## config.mk

```make
export PLATFORM = sky130hd
export DESIGN_NAME = lfu_page_replacement_flat
export DESIGN_NICKNAME = d
export VERILOG_FILES = /design/src/lfu_pkg.sv /design/src/lfu_req_if.sv /design/src/lfu_rsp_if.sv /design/src/lfu_ram.sv /design/src/lfu_dp.sv /design/src/lfu_ctrl.sv /design/src/lfu_page_replacement.sv /design/src/flat_wrapper.sv
export SDC_FILE = /design/constraint.sdc
export NUM_CORES = 1
export LEC_CHECK = 0
export BUFFER_PORTS_ARGS = -buffer_cell sky130_fd_sc_hd__buf_4
export CAP_MARGIN = 20
export CORE_MARGIN = 10
export CORE_UTILIZATION = 35
export CTS_CLUSTER_DIAMETER = 40
export DETAILED_ROUTE_END_ITERATION = 16
export GPL_ROUTABILITY_DRIVEN = 0
export PLACE_DENSITY = 0.59
export SYNTH_ARGS = -nofsm -noshare
export SYNTH_HDL_FRONTEND = slang
export SYNTH_SLANG_ARGS = --single-unit
```

## constraint.sdc

```tcl
create_clock -name clk_i -period 5.05 [get_ports clk_i]
set_clock_uncertainty 0.1 [all_clocks]
set_input_delay 0.2525 -clock clk_i [delete_from_list [all_inputs] [get_ports clk_i]]
set_output_delay 0.2525 -clock clk_i [all_outputs]
set_load 0.1 [all_outputs]
```

## src/lfu_pkg.sv

```systemverilog
package lfu_pkg;

  // Default sizes
  localparam int RESIDENT_SLOTS_DEF = 4;
  localparam int BACKING_SLOTS_DEF  = 16;
  localparam int COUNT_BITS_DEF     = 16;

  // Field widths
  localparam int OP_W     = 1;
  localparam int ID_W     = 16;
  localparam int STATUS_W = 3;
  localparam int SLOT_W   = 6;

  // Request codes
  localparam logic [OP_W-1:0] OP_REF = 1'b0;
  localparam logic [OP_W-1:0] OP_ADD = 1'b1;

  // Result codes
  localparam logic [STATUS_W-1:0] ST_REF_HIT      = 3'd0;
  localparam logic [STATUS_W-1:0] ST_REF_MISS     = 3'd1;
  localparam logic [STATUS_W-1:0] ST_ADD_RESIDENT = 3'd2;
  localparam logic [STATUS_W-1:0] ST_FROM_BACKING = 3'd3;
  localparam logic [STATUS_W-1:0] ST_NEW_LOADED   = 3'd4;
  localparam logic [STATUS_W-1:0] ST_NEW_FULL     = 3'd5;

  // Controller to datapath
  typedef struct packed {
    logic load;
    logic rscan;
    logic bscan;
    logic commit;
  } cmd_t;

  // Datapath to controller
  typedef struct packed {
    logic rscan_done;
    logic bscan_done;
    logic add_miss;
    logic out_free;
  } stat_t;

endpackage

```

## src/lfu_req_if.sv

```systemverilog
interface lfu_req_if;
  logic                      valid;
  logic                      ready;
  logic [lfu_pkg::OP_W-1:0]  op;
  logic [lfu_pkg::ID_W-1:0]  page_id;

  modport source (output valid, op, page_id, input ready);
  modport sink   (input valid, op, page_id, output ready);
endinterface

```

## src/lfu_rsp_if.sv

```systemverilog
interface lfu_rsp_if;
  logic                          valid;
  logic                          ready;
  logic [lfu_pkg::STATUS_W-1:0]  status;
  logic [lfu_pkg::SLOT_W-1:0]    slot;
  logic                          evicted_valid;
  logic [lfu_pkg::ID_W-1:0]      evicted_id;

  modport source (output valid, status, slot, evicted_valid, evicted_id, input ready);
  modport sink   (input valid, status, slot, evicted_valid, evicted_id, output ready);
endinterface

```

## src/lfu_ram.sv

```systemverilog
module lfu_ram #(
  parameter int WIDTH = 16,
  parameter int DEPTH = 16
) (
  input  logic                                       clk_i,
  input  logic                                       we_i,
  input  logic [((DEPTH > 1) ? $clog2(DEPTH) : 1)-1:0] waddr_i,
  input  logic [WIDTH-1:0]                           wdata_i,
  input  logic [((DEPTH > 1) ? $clog2(DEPTH) : 1)-1:0] raddr_i,
  output logic [WIDTH-1:0]                           rdata_o
);

  logic [WIDTH-1:0] mem_q [DEPTH];

  // Write one word, read one word with registered data
  always_ff @(posedge clk_i) begin
    if (we_i) begin
      mem_q[waddr_i] <= wdata_i;
    end
    rdata_o <= mem_q[raddr_i];
  end

endmodule

```

## src/lfu_dp.sv

```systemverilog
module lfu_dp #(
  parameter int RESIDENT_SLOTS = lfu_pkg::RESIDENT_SLOTS_DEF,
  parameter int BACKING_SLOTS  = lfu_pkg::BACKING_SLOTS_DEF,
  parameter int COUNT_BITS     = lfu_pkg::COUNT_BITS_DEF
) (
  input  logic                           clk_i,
  input  logic                           rst_ni,
  input  lfu_pkg::cmd_t                  cmd_i,
  output lfu_pkg::stat_t                 stat_o,
  input  logic [lfu_pkg::OP_W-1:0]       req_op_i,
  input  logic [lfu_pkg::ID_W-1:0]       req_page_id_i,
  input  logic                           rsp_ready_i,
  output logic                           rsp_valid_o,
  output logic [lfu_pkg::STATUS_W-1:0]   rsp_status_o,
  output logic [lfu_pkg::SLOT_W-1:0]     rsp_slot_o,
  output logic                           rsp_evicted_valid_o,
  output logic [lfu_pkg::ID_W-1:0]       rsp_evicted_id_o
);

  localparam int RAW   = (RESIDENT_SLOTS > 1) ? $clog2(RESIDENT_SLOTS) : 1;
  localparam int RCW   = $clog2(RESIDENT_SLOTS + 1);
  localparam int BAW   = (BACKING_SLOTS > 1) ? $clog2(BACKING_SLOTS) : 1;
  localparam int BCW   = $clog2(BACKING_SLOTS + 1);
  localparam int IdW   = lfu_pkg::ID_W;
  localparam int SlotW = lfu_pkg::SLOT_W;

  // Request word
  logic [lfu_pkg::OP_W-1:0] op_q;
  logic [IdW-1:0]           id_q;

  // Resident scan
  logic [RCW-1:0]        ridx_q, rfill_q;
  logic                  rpend_q;
  logic [RAW-1:0]        rpend_idx_q;
  logic                  hit_q;
  logic [RAW-1:0]        hit_slot_q, min_pos_q;
  logic [COUNT_BITS-1:0] hit_cnt_q, min_cnt_q;
  logic [IdW-1:0]        min_id_q;

  // Backing scan
  logic [BCW-1:0] bidx_q, bfill_q;
  logic           bpend_q, bhit_q;
  logic [BAW-1:0] bpend_idx_q, bhit_idx_q;

  // Result register
  logic                         rsp_valid_q;
  logic [lfu_pkg::STATUS_W-1:0] rsp_status_q;
  logic [SlotW-1:0]             rsp_slot_q;
  logic                         rsp_ev_valid_q;
  logic [IdW-1:0]               rsp_ev_id_q;

  // Memory ports
  logic [IdW-1:0]        rid_rdata, bid_rdata;
  logic [COUNT_BITS-1:0] rcnt_rdata;
  logic                  r_issue, b_issue, r_match, r_min, b_match;

  // Commit decisions
  logic                         full, bfull;
  logic [COUNT_BITS-1:0]        bumped;
  logic [lfu_pkg::STATUS_W-1:0] st_c;
  logic [RAW-1:0]               slot_c, rwaddr_c;
  logic                         ev_valid_c;
  logic [IdW-1:0]               ev_id_c;
  logic                         id_we_c, cnt_we_c, bwe_c, rfill_inc_c, bfill_inc_c;
  logic [COUNT_BITS-1:0]        cnt_wdata_c;
  logic [BAW-1:0]               bwaddr_c;

  assign r_issue = cmd_i.rscan && (ridx_q < rfill_q);
  assign b_issue = cmd_i.bscan && (bidx_q < bfill_q);
  assign r_match = rpend_q && !hit_q && (rid_rdata == id_q);
  assign r_min   = rpend_q && ((rpend_idx_q == '0) || (min_cnt_q >= rcnt_rdata));
  assign b_match = bpend_q && !bhit_q && (bid_rdata == id_q);

  assign full   = (rfill_q == RCW'(RESIDENT_SLOTS));
  assign bfull  = (bfill_q == BCW'(BACKING_SLOTS));
  assign bumped = (hit_cnt_q == '1) ? hit_cnt_q : hit_cnt_q + COUNT_BITS'(1);

  // Decide result and table writes from the finished scans
  always_comb begin
    st_c        = lfu_pkg::ST_REF_MISS;
    slot_c      = '0;
    ev_valid_c  = 1'b0;
    ev_id_c     = '0;
    id_we_c     = 1'b0;
    cnt_we_c    = 1'b0;
    cnt_wdata_c = '0;
    rwaddr_c    = hit_slot_q;
    bwe_c       = 1'b0;
    bwaddr_c    = bhit_idx_q;
    rfill_inc_c = 1'b0;
    bfill_inc_c = 1'b0;
    if (hit_q) begin
      st_c        = (op_q == lfu_pkg::OP_ADD) ? lfu_pkg::ST_ADD_RESIDENT : lfu_pkg::ST_REF_HIT;
      slot_c      = hit_slot_q;
      cnt_we_c    = 1'b1;
      cnt_wdata_c = bumped;
    end else if (op_q == lfu_pkg::OP_ADD) begin
      st_c     = bhit_q ? lfu_pkg::ST_FROM_BACKING : lfu_pkg::ST_NEW_LOADED;
      id_we_c  = 1'b1;
      cnt_we_c = 1'b1;
      if (!full) begin
        rwaddr_c    = rfill_q[RAW-1:0];
        slot_c      = rfill_q[RAW-1:0];
        rfill_inc_c = 1'b1;
      end else begin
        // Evict the last slot with the lowest count
        rwaddr_c   = min_pos_q;
        slot_c     = min_pos_q;
        ev_valid_c = 1'b1;
        ev_id_c    = min_id_q;
        if (bhit_q) begin
          bwe_c = 1'b1;
        end else if (!bfull) begin
          bwe_c       = 1'b1;
          bwaddr_c    = bfill_q[BAW-1:0];
          bfill_inc_c = 1'b1;
        end else begin
          st_c = lfu_pkg::ST_NEW_FULL;
        end
      end
    end
  end

  // Control state
  always_ff @(posedge clk_i or negedge rst_ni) begin
    if (!rst_ni) begin
      ridx_q      <= '0;
      rpend_q     <= 1'b0;
      hit_q       <= 1'b0;
      bidx_q      <= '0;
      bpend_q     <= 1'b0;
      bhit_q      <= 1'b0;
      rfill_q     <= '0;
      bfill_q     <= '0;
      rsp_valid_q <= 1'b0;
    end else begin
      if (cmd_i.load) begin
        ridx_q  <= '0;
        rpend_q <= 1'b0;
        hit_q   <= 1'b0;
        bidx_q  <= '0;
        bpend_q <= 1'b0;
        bhit_q  <= 1'b0;
      end else begin
        rpend_q <= r_issue;
        bpend_q <= b_issue;
        if (r_issue) begin
          ridx_q <= ridx_q + RCW'(1);
        end
        if (b_issue) begin
          bidx_q <= bidx_q + BCW'(1);
        end
        if (r_match) begin
          hit_q <= 1'b1;
        end
        if (b_match) begin
          bhit_q <= 1'b1;
        end
      end
      if (cmd_i.commit) begin
        rsp_valid_q <= 1'b1;
        if (rfill_inc_c) begin
          rfill_q <= rfill_q + RCW'(1);
        end
        if (bfill_inc_c) begin
          bfill_q <= bfill_q + BCW'(1);
        end
      end else if (rsp_ready_i) begin
        rsp_valid_q <= 1'b0;
      end
    end
  end

  // Payload registers
  always_ff @(posedge clk_i) begin
    if (cmd_i.load) begin
      op_q <= req_op_i;
      id_q <= req_page_id_i;
    end
    rpend_idx_q <= ridx_q[RAW-1:0];
    bpend_idx_q <= bidx_q[BAW-1:0];
    if (r_match) begin
      hit_slot_q <= rpend_idx_q;
      hit_cnt_q  <= rcnt_rdata;
    end
    if (r_min) begin
      min_cnt_q <= rcnt_rdata;
      min_pos_q <= rpend_idx_q;
      min_id_q  <= rid_rdata;
    end
    if (b_match) begin
      bhit_idx_q <= bpend_idx_q;
    end
    if (cmd_i.commit) begin
      rsp_status_q   <= st_c;
      rsp_slot_q     <= SlotW'(slot_c);
      rsp_ev_valid_q <= ev_valid_c;
      rsp_ev_id_q    <= ev_id_c;
    end
  end

  lfu_ram #(.WIDTH(IdW), .DEPTH(RESIDENT_SLOTS)) u_rid_ram (
    .clk_i   (clk_i),
    .we_i    (cmd_i.commit && id_we_c),
    .waddr_i (rwaddr_c),
    .wdata_i (id_q),
    .raddr_i (ridx_q[RAW-1:0]),
    .rdata_o (rid_rdata)
  );

  lfu_ram #(.WIDTH(COUNT_BITS), .DEPTH(RESIDENT_SLOTS)) u_rcnt_ram (
    .clk_i   (clk_i),
    .we_i    (cmd_i.commit && cnt_we_c),
    .waddr_i (rwaddr_c),
    .wdata_i (cnt_wdata_c),
    .raddr_i (ridx_q[RAW-1:0]),
    .rdata_o (rcnt_rdata)
  );

  lfu_ram #(.WIDTH(IdW), .DEPTH(BACKING_SLOTS)) u_bid_ram (
    .clk_i   (clk_i),
    .we_i    (cmd_i.commit && bwe_c),
    .waddr_i (bwaddr_c),
    .wdata_i (min_id_q),
    .raddr_i (bidx_q[BAW-1:0]),
    .rdata_o (bid_rdata)
  );

  assign stat_o.rscan_done = !(ridx_q < rfill_q) && !rpend_q;
  assign stat_o.bscan_done = !(bidx_q < bfill_q) && !bpend_q;
  assign stat_o.add_miss   = (op_q == lfu_pkg::OP_ADD) && !hit_q;
  assign stat_o.out_free   = !rsp_valid_q || rsp_ready_i;

  assign rsp_valid_o         = rsp_valid_q;
  assign rsp_status_o        = rsp_status_q;
  assign rsp_slot_o          = rsp_slot_q;
  assign rsp_evicted_valid_o = rsp_ev_valid_q;
  assign rsp_evicted_id_o    = rsp_ev_id_q;

endmodule

```

## src/lfu_ctrl.sv

```systemverilog
module lfu_ctrl (
  input  logic           clk_i,
  input  logic           rst_ni,
  input  logic           req_valid_i,
  output logic           req_ready_o,
  input  lfu_pkg::stat_t stat_i,
  output lfu_pkg::cmd_t  cmd_o
);

  typedef enum logic [1:0] {
    IDLE,
    RSCAN,
    BSCAN,
    COMMIT
  } state_e;

  state_e state_q, state_d;

  // Next state
  always_comb begin
    state_d = state_q;
    unique case (state_q)
      IDLE: begin
        if (req_valid_i) state_d = RSCAN;
      end
      RSCAN: begin
        if (stat_i.rscan_done) state_d = stat_i.add_miss ? BSCAN : COMMIT;
      end
      BSCAN: begin
        if (stat_i.bscan_done) state_d = COMMIT;
      end
      COMMIT: begin
        if (stat_i.out_free) state_d = IDLE;
      end
    endcase
  end

  always_ff @(posedge clk_i or negedge rst_ni) begin
    if (!rst_ni) begin
      state_q <= IDLE;
    end else begin
      state_q <= state_d;
    end
  end

  // Decode commands from state
  assign req_ready_o  = (state_q == IDLE);
  assign cmd_o.load   = (state_q == IDLE) && req_valid_i;
  assign cmd_o.rscan  = (state_q == RSCAN);
  assign cmd_o.bscan  = (state_q == BSCAN);
  assign cmd_o.commit = (state_q == COMMIT) && stat_i.out_free;

endmodule

```

## src/lfu_page_replacement.sv

```systemverilog
// Channel | Dir | Word                                  | Accepted when
// req_i   | in  | op, page_id                           | valid && ready
// rsp_o   | out | status, slot, evicted_valid, evicted_id | valid && ready
//
// One request at a time: take the word, walk the resident table, walk the
// backing list on an add that misses, then commit the result.
// The walk is paced by the single read port of each table memory.
// Reset empties both tables through their fill counts; no clearing pass.
// A held result stalls the commit; no new word is taken until it is done.
module lfu_page_replacement #(
  parameter int RESIDENT_SLOTS = lfu_pkg::RESIDENT_SLOTS_DEF,
  parameter int BACKING_SLOTS  = lfu_pkg::BACKING_SLOTS_DEF,
  parameter int COUNT_BITS     = lfu_pkg::COUNT_BITS_DEF
) (
  input  logic      clk_i,
  input  logic      rst_ni,
  lfu_req_if.sink   req_i,
  lfu_rsp_if.source rsp_o
);

  lfu_pkg::cmd_t  cmd;
  lfu_pkg::stat_t stat;

  lfu_ctrl u_ctrl (
    .clk_i       (clk_i),
    .rst_ni      (rst_ni),
    .req_valid_i (req_i.valid),
    .req_ready_o (req_i.ready),
    .stat_i      (stat),
    .cmd_o       (cmd)
  );

  lfu_dp #(
    .RESIDENT_SLOTS (RESIDENT_SLOTS),
    .BACKING_SLOTS  (BACKING_SLOTS),
    .COUNT_BITS     (COUNT_BITS)
  ) u_dp (
    .clk_i               (clk_i),
    .rst_ni              (rst_ni),
    .cmd_i               (cmd),
    .stat_o              (stat),
    .req_op_i            (req_i.op),
    .req_page_id_i       (req_i.page_id),
    .rsp_ready_i         (rsp_o.ready),
    .rsp_valid_o         (rsp_o.valid),
    .rsp_status_o        (rsp_o.status),
    .rsp_slot_o          (rsp_o.slot),
    .rsp_evicted_valid_o (rsp_o.evicted_valid),
    .rsp_evicted_id_o    (rsp_o.evicted_id)
  );

  // Never overwrite a result that is still held
  assert property (@(posedge clk_i) disable iff (!rst_ni)
    cmd.commit |-> stat.out_free)
    else $error("commit over a held result");

  // A committed result shows on the next cycle
  assert property (@(posedge clk_i) disable iff (!rst_ni)
    cmd.commit |=> rsp_o.valid)
    else $error("commit without result");

  // Taking a word makes the block busy
  assert property (@(posedge clk_i) disable iff (!rst_ni)
    (req_i.valid && req_i.ready) |=> !req_i.ready)
    else $error("second word taken while busy");

  // A reference miss carries no slot and no eviction
  assert property (@(posedge clk_i) disable iff (!rst_ni)
    (rsp_o.valid && (rsp_o.status == lfu_pkg::ST_REF_MISS)) |->
      ((rsp_o.slot == '0) && !rsp_o.evicted_valid && (rsp_o.evicted_id == '0)))
    else $error("reference miss with slot or eviction");

endmodule

```

## src/flat_wrapper.sv

```systemverilog
// flat-port wrapper written by rule: the top's interface ports become plain ports
module lfu_page_replacement_flat 
#(
  parameter int RESIDENT_SLOTS = lfu_pkg::RESIDENT_SLOTS_DEF,
  parameter int BACKING_SLOTS  = lfu_pkg::BACKING_SLOTS_DEF,
  parameter int COUNT_BITS     = lfu_pkg::COUNT_BITS_DEF
)
  (clk_i, rst_ni, req_i_valid, req_i_op, req_i_page_id, req_i_ready, rsp_o_valid, rsp_o_status, rsp_o_slot, rsp_o_evicted_valid, rsp_o_evicted_id, rsp_o_ready);
  lfu_req_if req_i_i ();
  lfu_rsp_if rsp_o_i ();
  input  logic clk_i;
  input  logic rst_ni;
  input wire logic [$bits(req_i_i.valid)-1:0] req_i_valid;
  input wire logic [$bits(req_i_i.op)-1:0] req_i_op;
  input wire logic [$bits(req_i_i.page_id)-1:0] req_i_page_id;
  output wire logic [$bits(req_i_i.ready)-1:0] req_i_ready;
  output wire logic [$bits(rsp_o_i.valid)-1:0] rsp_o_valid;
  output wire logic [$bits(rsp_o_i.status)-1:0] rsp_o_status;
  output wire logic [$bits(rsp_o_i.slot)-1:0] rsp_o_slot;
  output wire logic [$bits(rsp_o_i.evicted_valid)-1:0] rsp_o_evicted_valid;
  output wire logic [$bits(rsp_o_i.evicted_id)-1:0] rsp_o_evicted_id;
  input wire logic [$bits(rsp_o_i.ready)-1:0] rsp_o_ready;
  assign req_i_i.valid = req_i_valid;
  assign req_i_i.op = req_i_op;
  assign req_i_i.page_id = req_i_page_id;
  assign req_i_ready = req_i_i.ready;
  assign rsp_o_valid = rsp_o_i.valid;
  assign rsp_o_status = rsp_o_i.status;
  assign rsp_o_slot = rsp_o_i.slot;
  assign rsp_o_evicted_valid = rsp_o_i.evicted_valid;
  assign rsp_o_evicted_id = rsp_o_i.evicted_id;
  assign rsp_o_i.ready = rsp_o_ready;
  lfu_page_replacement #(.RESIDENT_SLOTS(RESIDENT_SLOTS), .BACKING_SLOTS(BACKING_SLOTS), .COUNT_BITS(COUNT_BITS)) u_core (.clk_i(clk_i), .rst_ni(rst_ni), .req_i(req_i_i), .rsp_o(rsp_o_i));
endmodule
```

* Yosys cells after proc, flatten, opt, wreduce, memory -nomap -nowiden
Memory sizes are Yosys's and may differ from the RTL's. A register that Yosys moved wholly into a read port is not among the register bits.
Cells that the tools add are included.
** Storage, ports and cells
- Flip-flop bits (word level) :: 124
- Bits in writable memories :: 384
- Input port bits :: 21
- Memories kept :: 3
** Cells by class
- Add/sub/neg operators :: 5
- Magnitude comparators :: 3
- Eq/ne operators :: 12
- Mux-type cells :: 59
- Bitwise operators :: 2
- Reduce and logical (&&, ||, !) cells :: 36
** Memories
- u_core.u_dp.u_bid_ram.mem_q :: words 16, width 16, rd ports 1, clocked after Yosys merged registers in 1, write ports 1, line lfu_ram.sv:13 : logic [WIDTH-1:0] mem_q [DEPTH];
- u_core.u_dp.u_rcnt_ram.mem_q :: words 4, width 16, rd ports 1, clocked after Yosys merged registers in 1, write ports 1, line lfu_ram.sv:13
- u_core.u_dp.u_rid_ram.mem_q :: words 4, width 16, rd ports 1, clocked after Yosys merged registers in 1, write ports 1, line lfu_ram.sv:13
** Operator list (count)
- 16-bit equality test :: 2
- 16-bit two-way mux :: 2
- 1-bit two-way mux :: 31
- 3-bit two-way mux :: 8
- 2-bit two-way mux :: 10
- 4-bit two-way mux :: 5
- 16-bit by 1-bit adder with 16-bit output, second input constant :: 1
- 16-bit equality test, second input constant :: 1
- 16-bit >= comparator :: 1
- 1-bit logical AND :: 15
- 5-bit by 1-bit adder with 5-bit output, second input constant :: 2
- 5-bit two-way mux :: 2
- 2-bit nonzero test :: 5
- 2-bit one-hot mux with 4 select lines :: 1
- 1-bit zero test :: 7
- 3-bit by 1-bit adder with 3-bit output, second input constant :: 2
- 5-bit equality test, second input constant :: 1
- 5-bit less-than comparator :: 1
- 2-bit equality test, second input constant :: 2
- 2-bit zero test :: 2
- 2-bit by 1-bit inequality test with 1-bit output, second input constant :: 2
- 2-bit inequality test, second input constant :: 2
- 2-bit AND reduction :: 2
- 4-bit AND reduction :: 1
- 7 further kinds :: 9

* Logic depth before layout (Yosys ltp)
- Depth after elaboration :: 9
- Mapped depth :: 8

* Cells and area by module
A second synthesis with hierarchy kept.
** Second synthesis, totals
- Cells, all modules :: 1095
- Area, all modules :: 21286.7 um2
** By module, submodules not included
- lfu_ram at u_core.u_dp.u_bid_ram :: instances 1, cells each 432, area each 10042.1 um2, seq. area each 8007.7 um2
- lfu_dp :: instances 1, cells each 435, area each 5635.4 um2, seq. area each 3498.4 um2
- lfu_ram at u_core.u_dp.u_rcnt_ram ... :: instances 2, cells each 104, area each 2697.6 um2, seq. area each 2242.2 um2
- lfu_ctrl :: instances 1, cells each 20, area each 214.0 um2, seq. area each 50.0 um2

* Least setup slack after synthesis
OpenSTA, ideal clock, no wires.
- Path kind :: register to register
- From :: register u_core.u_dp.rsp_valid_q (netlist: u_core.u_dp.rsp_valid_o)
- To :: memory u_core.u_dp.u_bid_ram.mem_q[12][0], enable pin
- Library setup time :: 0.430 ns
- Arrival time :: 3.589 ns
- Data required time :: 4.520 ns
- Setup slack :: 0.931 ns
- Cell stages (with the launch flop) :: 6
- Path through :: dfrtp_1 > nand2b_1 > nand2_1 > inv_1 > nand2_1 > nor4_1
** RTL lines
- start, declared :: line lfu_dp.sv:46 : logic rsp_valid_q;
- start signal, assigned :: line lfu_dp.sv:135 : rsp_valid_q <= 1'b0;
- start signal, assigned :: line lfu_dp.sv:161 : rsp_valid_q <= 1'b1;
- start signal, assigned :: line lfu_dp.sv:169 : rsp_valid_q <= 1'b0;
- end, declared :: line lfu_ram.sv:13

* Final worst setup path
- From :: register u_core.u_dp.rfill_q[1]
- To :: memory u_core.u_dp.u_bid_ram.mem_q[4][7], enable pin
** Between the ends
- Longest elaborated chain between the ends :: 7
- Elaborated cells between the ends (all ways) :: 10
- Those cells by class :: 1 x eq/ne; 8 x mux; 1 x reduce/logical
** Ends and longest elaborated chain
- start, declared :: line lfu_dp.sv:32 : logic [RCW-1:0] ridx_q, rfill_q;
- start signal, assigned :: line lfu_dp.sv:163 : rfill_q <= rfill_q + RCW'(1);
- 3-bit equality test (*) :: line lfu_dp.sv:74 : assign full = (rfill_q == RCW'(RESIDENT_SLOTS));
- 1-bit two-way mux :: line lfu_dp.sv:101 : if (!full) begin
- 1-bit two-way mux :: line lfu_dp.sv:97 : end else if (op_q == lfu_pkg::OP_ADD) begin
- 1-bit two-way mux :: line lfu_dp.sv:92 : if (hit_q) begin
- 1-bit logical AND :: line lfu_dp.sv:222 : .we_i (cmd_i.commit && bwe_c),
- 1-bit two-way mux :: line lfu_ram.sv:17 : if (we_i) begin
- 1-bit two-way mux (not written as such) :: line lfu_ram.sv:18 : mem_q[waddr_i] <= wdata_i;
Every way passes the cells marked *; elsewhere a longest branch is shown, timed or not.

==> impl_metrics.env <==
export IMPL_synth_top_cell_area_share_pct=67.1
export IMPL_tns_ps=0
export IMPL_die_h_um=267
export IMPL_min_period_ps=3490
export IMPL_relSlewSlack_pct=30.3
export IMPL_crit_fanout=19
export IMPL_fp_coreArea_um2=60500
export IMPL_grt_pass1_vias=11300
export IMPL_mostFrequentLayoutCells="479 x edfxtp_1, 96 x mux4_2, 74 x buf_4"
export IMPL_setup_viol=0
export IMPL_hold_viol=0
export IMPL_drt_iter0_drc=679
export IMPL_cts_sinks=556
export IMPL_clkLatencyLatePin_ps=620
export IMPL_vias_per_cell=5.01
export IMPL_synthTopCellsByArea="edfxtp_1 67%, mux4_2 10%, dfxtp_1 5.0%, dfrtp_1 2.7%, ha_1 1.9%"
export IMPL_power_density_nw_per_um2=557
export IMPL_routed_wl_um=45700
export IMPL_cts_buffers=73
export IMPL_fin_crit_sh_pct=69.0
export IMPL_drc=0
export IMPL_wl_per_cell_um=21.7
export IMPL_clk_pin_slew_ps=60
export IMPL_drv_slew=0
export IMPL_power_leakage_nw=8.57
export IMPL_num_vias=10600
export IMPL_dpl_cell_count=1949
export IMPL_cp_end_kind="flop"
export IMPL_grt_pass1_wl_um=69700
export IMPL_final_common_cell="edfxtp_1"
export IMPL_cts_max_level=3
export IMPL_clockBufferDepth=3
export IMPL_synth_seq_cells=556
export IMPL_tightest_slew_ps=1040
export IMPL_rsz0062_at_grt="no"
export IMPL_synthCells=1137
export IMPL_synth_yosys_seq_area_share_pct=74.8
export IMPL_grt_ovfl_total=0
export IMPL_worstHoldPathType="input pin to asynchronous set/reset pin"
export IMPL_critPathArrivalTime_ps=3610
export IMPL_grt_max_degree=46
export IMPL_yosys_area_top_type="edfxtp_1"
export IMPL_yosysWarnings=0
export IMPL_avgSynthCellArea_um2=18.9
export IMPL_synth_distinct_cells=62
export IMPL_synth_area_um2=21400
export IMPL_syn_to_final_growth_pct=19.3
export IMPL_start_kind="flop"
export IMPL_rows=90
export IMPL_drv_cap=0
export IMPL_max_vdd_ir_drop_v=0.000274
export IMPL_die_area_um2=71500
export IMPL_port_buffer_count=44
export IMPL_post_cts_buffers=0
export IMPL_nets=1317
export IMPL_ys_flop_type="edfxtp_1"
export IMPL_drtPass1Iterations=5
export IMPL_dp_final_hpwl_um=28200
export IMPL_synth_edff_count=479
export IMPL_drive_above_1_share_pct=24.9
export IMPL_clockRootBuffer="clkbuf_16"
export IMPL_postRouteAntennaNets=0
export IMPL_critPathKind="flop to flop"
export IMPL_cts_tree="yes"
export IMPL_grt_util_all_layers_pct=12.9
export IMPL_io_pins=49
export IMPL_initial_core_util_pct=35.4
export IMPL_dieWidth_um=267
export IMPL_synth_async_sr_flop_share_pct=4.14
export IMPL_final_cells=2105
export IMPL_timing_fmax_ghz=0.287
export IMPL_critPathRequiredTime_ps=5180
export IMPL_outcome="completed"
export IMPL_grt_antenna_before_repair=1
critical path, stage by stage (launching register included):
cell,delay (ps)
dfrtp_1,400
inv_1,100
ha_1,300
nand2_1,210
nor2_2,620
nand2_1,370
nor2_1,200
and2_1,790
cells in the mapped netlist, types with 3 or more instances:
cell       instances
buf_2             14
inv_1             35
o21ai_1            3
a211oi_1          19
mux2i_1           21
and2_1            22
or3_1              3
nor4_1             6
mux4_2            96
nor2_1            44
nor3b_1            5
dfxtp_1           54
dfrtp_1           23
clkbuf_1          19
a21oi_1           27
o21ai_0           11
xnor2_1           29
a21o_1            10
buf_4             10
nand2_1           26
nand2b_1           6
a31oi_1            4
ha_1              33
nor2b_1           19
o2111ai_1          3
nand3_1           19
nand4_1           12
xor2_1            21
buf_1              3
and3_1             9
edfxtp_1         479
nor3_1            16
state kept, by name, indices dropped and copies added (netlist names), 3 cells and up:
signal	cells
u_core.u_dp.u_rid_ram.mem_q	64
u_core.u_dp.u_bid_ram.rdata_o	16
u_core.u_dp.rsp_evicted_id_o	16
u_core.u_dp.bpend_idx_q	4
u_core.u_dp.ridx_q	3
u_core.u_dp.bfill_q	5
u_core.u_dp.rsp_status_o	3
u_core.u_dp.u_bid_ram.mem_q	256
u_core.u_dp.hit_cnt_q	16
u_core.u_dp.rfill_q	3
u_core.u_dp.bidx_q	5
u_core.u_dp.min_id_q	16
u_core.u_dp.u_rcnt_ram.rdata_o	16
u_core.u_dp.id_q	16
u_core.u_dp.bhit_idx_q	4
u_core.u_dp.u_rid_ram.rdata_o	16
u_core.u_dp.min_cnt_q	16
u_core.u_dp.u_rcnt_ram.mem_q	64
worst paths after layout:
kind | startpoint | to | slack, ps | cells past startpoint
setup / recovery | u_core.u_dp.rfill_q[1]$_DFFE_PN0P_ | u_core.u_dp.u_bid_ram.mem_q[4][7]$_DFFE_PP_ | 1560 | 7
hold / removal | rst_ni | u_core.u_dp.bfill_q[0]$_DFFE_PN0P_ | 30 | 2
setup reg to reg | u_core.u_dp.rfill_q[1]$_DFFE_PN0P_ | u_core.u_dp.u_bid_ram.mem_q[4][7]$_DFFE_PP_ | 1560 | 7
hold reg to reg | u_core.u_dp.bpend_idx_q[2]$_DFF_P_ | u_core.u_dp.bhit_idx_q[2]$_DFFE_PP_ | 310 | 0
max in group asynchronous | rst_ni | u_core.u_dp.bidx_q[0]$_DFFE_PN0P_ | 4530 | 2
min in group clk_i | req_i_page_id[12] | u_core.u_dp.id_q[12]$_DFFE_PP_ | 280 | 2
through the flow:
stage	hold WS, ps	total power, W	worst slack, ps	util, %	instance area [um2]
2_1_floorplan	-143	0.00827	931	-	21400
3_3_place_gp	90.9	0.00912	1710	37.8	22800
3_5_place_dp	90.6	0.00917	1550	37.8	22800
4_1_cts	24.3	0.0144	1550	42.2	25500
5_1_grt	58.0	0.0149	1220	42.3	25600
6_report	28.6	0.0142	1560	42.3	25600
report_power, final:
part           internal [W]  total (W)  switching, W  leakage (nW)
clock network       0.00309    0.00521       0.00211          1.22
logic               0.00116    0.00276       0.00160          2.25
registers           0.00568    0.00628      0.000600          5.09
cell families after synthesis:
group                      synth area share, %
muxes                                     11.2
xor gates and xnor gates                  2.04
and+or+nand+nor                           5.08
other                                   0.0175
adders and majority gates                 1.93
buffers and inverters                     1.75
AOI/OAI and AO/OA                         3.12
DFF                                       74.8
what timing repair did:
item,CTS,global route
gates resized for setup,0,0
endpoints found under the hold margin,42,0
hold buffers,20,0
routing by layer:
| metal | GRT usage (%) | vias up | wire [um] |
|---|---|---|---|
| met3 | 2.42 | 70 | 1950 |
| met2 | 22.0 | 244 | 23200 |
| met4 | 4.84 | 0 | 1130 |
| met1 | 16.2 | 5476 | 19400 |
| met5 | 0 | - | 0 |
| li1 | - | 4763 | - |
area by class of cell:
| cell class | count | area [um2] |
|---|---|---|
| Fill cell | 5251 | 34900 |
| Sequential cell | 556 | 16000 |
| Multi-Input combinational cell | 501 | 5120 |
| Clock buffer | 84 | 1920 |
| Tap cell | 782 | 978 |
| Timing Repair Buffer | 95 | 776 |
| Clock inverter | 50 | 584 |
| Inverter | 36 | 135 |
| Antenna cell | 1 | 2.50 |
Note: power is estimated with default switching activity, not from simulation.
